--- config.mk ---
export PLATFORM = sky130hd
export DESIGN_NAME = bba_ram
export DESIGN_NICKNAME = d
export VERILOG_FILES = /design/src/rtl/bba_ram.sv
export SDC_FILE = /design/constraint.sdc
export NUM_CORES = 1
export LEC_CHECK = 0
export BUFFER_PORTS_ARGS = -buffer_cell sky130_fd_sc_hd__buf_2
export CAP_MARGIN = 5
export CORE_MARGIN = 4
export CORE_UTILIZATION = 65
export DETAILED_ROUTE_END_ITERATION = 10
export PLACE_DENSITY = 0.85
export SYNTH_ARGS = -nofsm -noshare
export SYNTH_HDL_FRONTEND = slang
export SYNTH_SLANG_ARGS = --single-unit
--- constraint.sdc ---
create_clock -name i_clk -period 3.7 [get_ports i_clk]
set_input_delay 1.11 -clock i_clk [delete_from_list [all_inputs] [get_ports i_clk]]
set_output_delay 1.11 -clock i_clk [all_outputs]
set_load 0.03 [all_outputs]
--- src/rtl/bba_ram.sv ---
`timescale 1ns / 1ps
// ----------------------------------------------------------------------------
// bba_ram
// Simple dual port RAM, one write and one registered read per cycle.
// ----------------------------------------------------------------------------
module bba_ram #(
    parameter int W = 8,
    parameter int D = 16,
    localparam int AW = (D > 1) ? $clog2(D) : 1
) (
    input  logic          i_clk,
    input  logic          i_we,
    input  logic [AW-1:0] i_waddr,
    input  logic [W-1:0]  i_wdata,
    input  logic [AW-1:0] i_raddr,
    output logic [W-1:0]  o_rdata
);

    logic [W-1:0] r_mem [D];

    always_ff @(posedge i_clk) begin
        if (i_we) begin
            r_mem[i_waddr] <= i_wdata;
        end
        o_rdata <= r_mem[i_raddr];
    end

endmodule

==> impl_metrics.env <==
export IMPL_run_status="completed"
export IMPL_main_combinational_cell_family_by_area_after_synthesis="multiplexers"
export IMPL_route_final_wire_length_um=9680
export IMPL_clk_pin_slew_ns=0.06
export IMPL_clock_tree_root_cell="clkbuf_8"
export IMPL_synth_compound_area_share_pct=2.33
export IMPL_layout_area_overhead_vs_synth_pct=16.2
export IMPL_synthFlopType="edfxtp_1"
export IMPL_area_share_of_fa_ha_maj_cells_after_synthesis_pct=0
export IMPL_drive_above_1_share_pct=29.5
export IMPL_max_vdd_ir_drop_uv=393
export IMPL_crit_required_ns=4.10
export IMPL_cts_resized=0
export IMPL_critical_path_reg2reg_startpoint="r_mem[11][7]"
export IMPL_timing_critical_path_from_type="input port"
export IMPL_postSynthAreaPerCell_sq_um=22.5
export IMPL_hpwl_um=5800
export IMPL_final_setup_worst_slack_ns=1.33
export IMPL_grt_antenna_before_repair=0
export IMPL_first_global_vias=2638
export IMPL_crit_type="in2reg"
export IMPL_synth_mux_area_fraction_pct=15.0
export IMPL_synth_cells=229
export IMPL_hold_violations_final=0
export IMPL_netlist_cell_type_count=19
export IMPL_critPathArrivalTime_ns=2.76
export IMPL_worst_skew_pair_late_latency_ns=0.51
export IMPL_globalRouteOverflowTotal=0
export IMPL_timing_worst_slew_pin_value_ns=0.916
export IMPL_drt_pass1_iterations=4
export IMPL_grt_max_degree=33
export IMPL_std_cell_rows=32
export IMPL_timing_critical_path_to_type="flip-flop"
export IMPL_yosysWarningCount=0
export IMPL_synth_xor_area_share_pct=0
export IMPL_cts_setup_buffers=0
export IMPL_grt_first_pass_wirelength_um=15100
export IMPL_hold_path_class="reg2reg"
export IMPL_dp_worst_setup_slack_ns=0.786
export IMPL_finClkSkew_ns=0.00830
export IMPL_routability_congestion_estimate_from_global_placement=0.760
export IMPL_timing_max_slew_rel_slack_pct=38.7
export IMPL_synth_net_count=247
export IMPL_critPathLaunch="i_raddr[0]"
export IMPL_synth_ff_latch_count=136
export IMPL_critical_path_slowest_cell="mux4_1"
export IMPL_timing_fmax_mhz=423
export IMPL_synthesis_area_sq_mm=0.00515
export IMPL_largest_delay_contributor_family_on_the_critical_path="buffers and inverters"
export IMPL_max_stage_delay_ns=0.58
export IMPL_finalPower_mw=3.58
export IMPL_antenna_diode_count=0
export IMPL_synth_edf_count=128
export IMPL_min_from="r_mem[8][1]"
export IMPL_io_pins=26
export IMPL_async_set_reset_flop_share_out_of_synthesis_pct=0
export IMPL_postRouteAntennaNets=0
export IMPL_rsz0062_at_grt="false"
export IMPL_power_leakage_nw=2.02
export IMPL_finish_net_count=290
export IMPL_avgViaCountPerCell=6.35
export IMPL_period_minus_slack_ns=2.37
export IMPL_finalSetupTns_ns=0
export IMPL_worst_hold_slack_ns=0.691
export IMPL_crit_fanout=14
export IMPL_detail_route_iter0_violations=229
export IMPL_seq_area_frac_synth_pct=77.8
export IMPL_cts_tree="built"
export IMPL_slew_viol_final=0
export IMPL_vias=2459
export IMPL_start_util_pct=66.6
export IMPL_p_per_area_mw_per_mm2=599
export IMPL_numPortBuffers=25
export IMPL_cts_sink_count=136
export IMPL_critical_path_n_buffers_inverters=2
export IMPL_dieWidth_um=97.0
export IMPL_crit_chain="buf_2 -> buf_4 -> mux4_1 -> a22oi_1 -> nand2_1"
export IMPL_setup_viol=0
export IMPL_synth_simple_gate_area_share_pct=3.18
export IMPL_fin_crit_sh_pct=64.0
export IMPL_groute_usage_overall_pct=22.7
export IMPL_max_cap_violations=0
export IMPL_die_h_um=97.0
export IMPL_post_cts_hold_buffer_count=0
export IMPL_die_area_sq_mm=0.00941
export IMPL_ctsLongestPathBuffers=2
export IMPL_drc_errors=0
export IMPL_floorplan_core_area_sq_mm=0.00773
export IMPL_ctsHtreeMaxLevel=4
export IMPL_cts_buffers_inserted=17
export IMPL_routedWlPerCell_um=25.0
## power by group
group          switching [mW]  leakage, nW  internal [mW]  total, mW
Combinational           0.104        0.517         0.0642      0.168
Sequential             0.0123         1.22           1.72       1.74
Clock                   0.627        0.281           1.05       1.68
## sequential cells by signal, indices dropped and copies added, names as in the netlist
signal and cells:
r_mem 128, o_rdata 8
## synthesized netlist by cell type, types with 2 or more instances
master           number  area share (%)
buf_6                 3            0.66
nand2_1               9            0.66
nor2_1               13            0.95
nand3b_1              2            0.29
mux4_1               14             7.1
nand2b_1              2            0.24
a22oi_1              16             2.3
edfxtp_1            128              75
mux4_2               18             7.9
buf_2                 3            0.29
clkdlybuf4s25_2       3            0.58
dfxtp_1               8             3.1
nor3_1                4            0.39
## metrics by stage
step                      utilization (%)  area (sq um)  instances
after floorplan                         -          5150        229
after global placement               69.6          5380        355
after detailed placement             69.6          5380        355
after CTS                            77.4          5980        387
after global routing                 77.4          5980        387
final                                77.4          5980        387
## cell usage in the layout, fill, tap and decap left out, types with 3 or more instances in the layout
cell type,count
bufinv_16,3
clkinvlp_4,4
nand2_1,9
nor3_1,4
mux4_1,14
edfxtp_1,128
dfxtp_1,8
nor2_1,13
mux4_2,18
buf_2,25
a22oi_1,16
inv_6,3
buf_4,9
clkbuf_16,16
## final cells by class
cell class | instances | area [sq um]
Multi-Input combinational cell | 83 | 1060
Clock inverter | 13 | 169
Tap cell | 102 | 128
Timing Repair Buffer | 34 | 193
Fill cell | 384 | 1750
Sequential cell | 136 | 4000
Clock buffer | 19 | 432
## layer usage
layer | vias up | GRT usage [%] | part of all wire (%)
met5 | - | 0 | 0
met4 | 0 | 10.8 | 2.3
met3 | 18 | 7.28 | 8.2
met2 | 124 | 35.1 | 51
met1 | 1259 | 29.6 | 38
li1 | 1058 | - | -
## worst register-to-register path: stages (launching register included)
cell and delay [ns]:
edfxtp_1 0.39, mux4_2 0.50, a22oi_1 0.24, nand2_1 0.12
## logic make-up after synthesis
| group | after synthesis |
|---|---|
| DFF | 136 |
| and+or+nand+nor | 35 |
| muxes | 32 |
| AOI/OAI and AO/OA | 16 |
| buffers and inverters | 10 |
## final timing paths
kind	endpoint	slack (ns)	depth (start not counted)
setup / recovery	o_rdata[0]	1.33	5
hold / removal	o_rdata[1]	0.69	3
hold reg to reg	o_rdata[1]	0.69	3
setup reg to reg	o_rdata[7]	2.32	3
No activity file was read; power rests on OpenSTA's default activity.
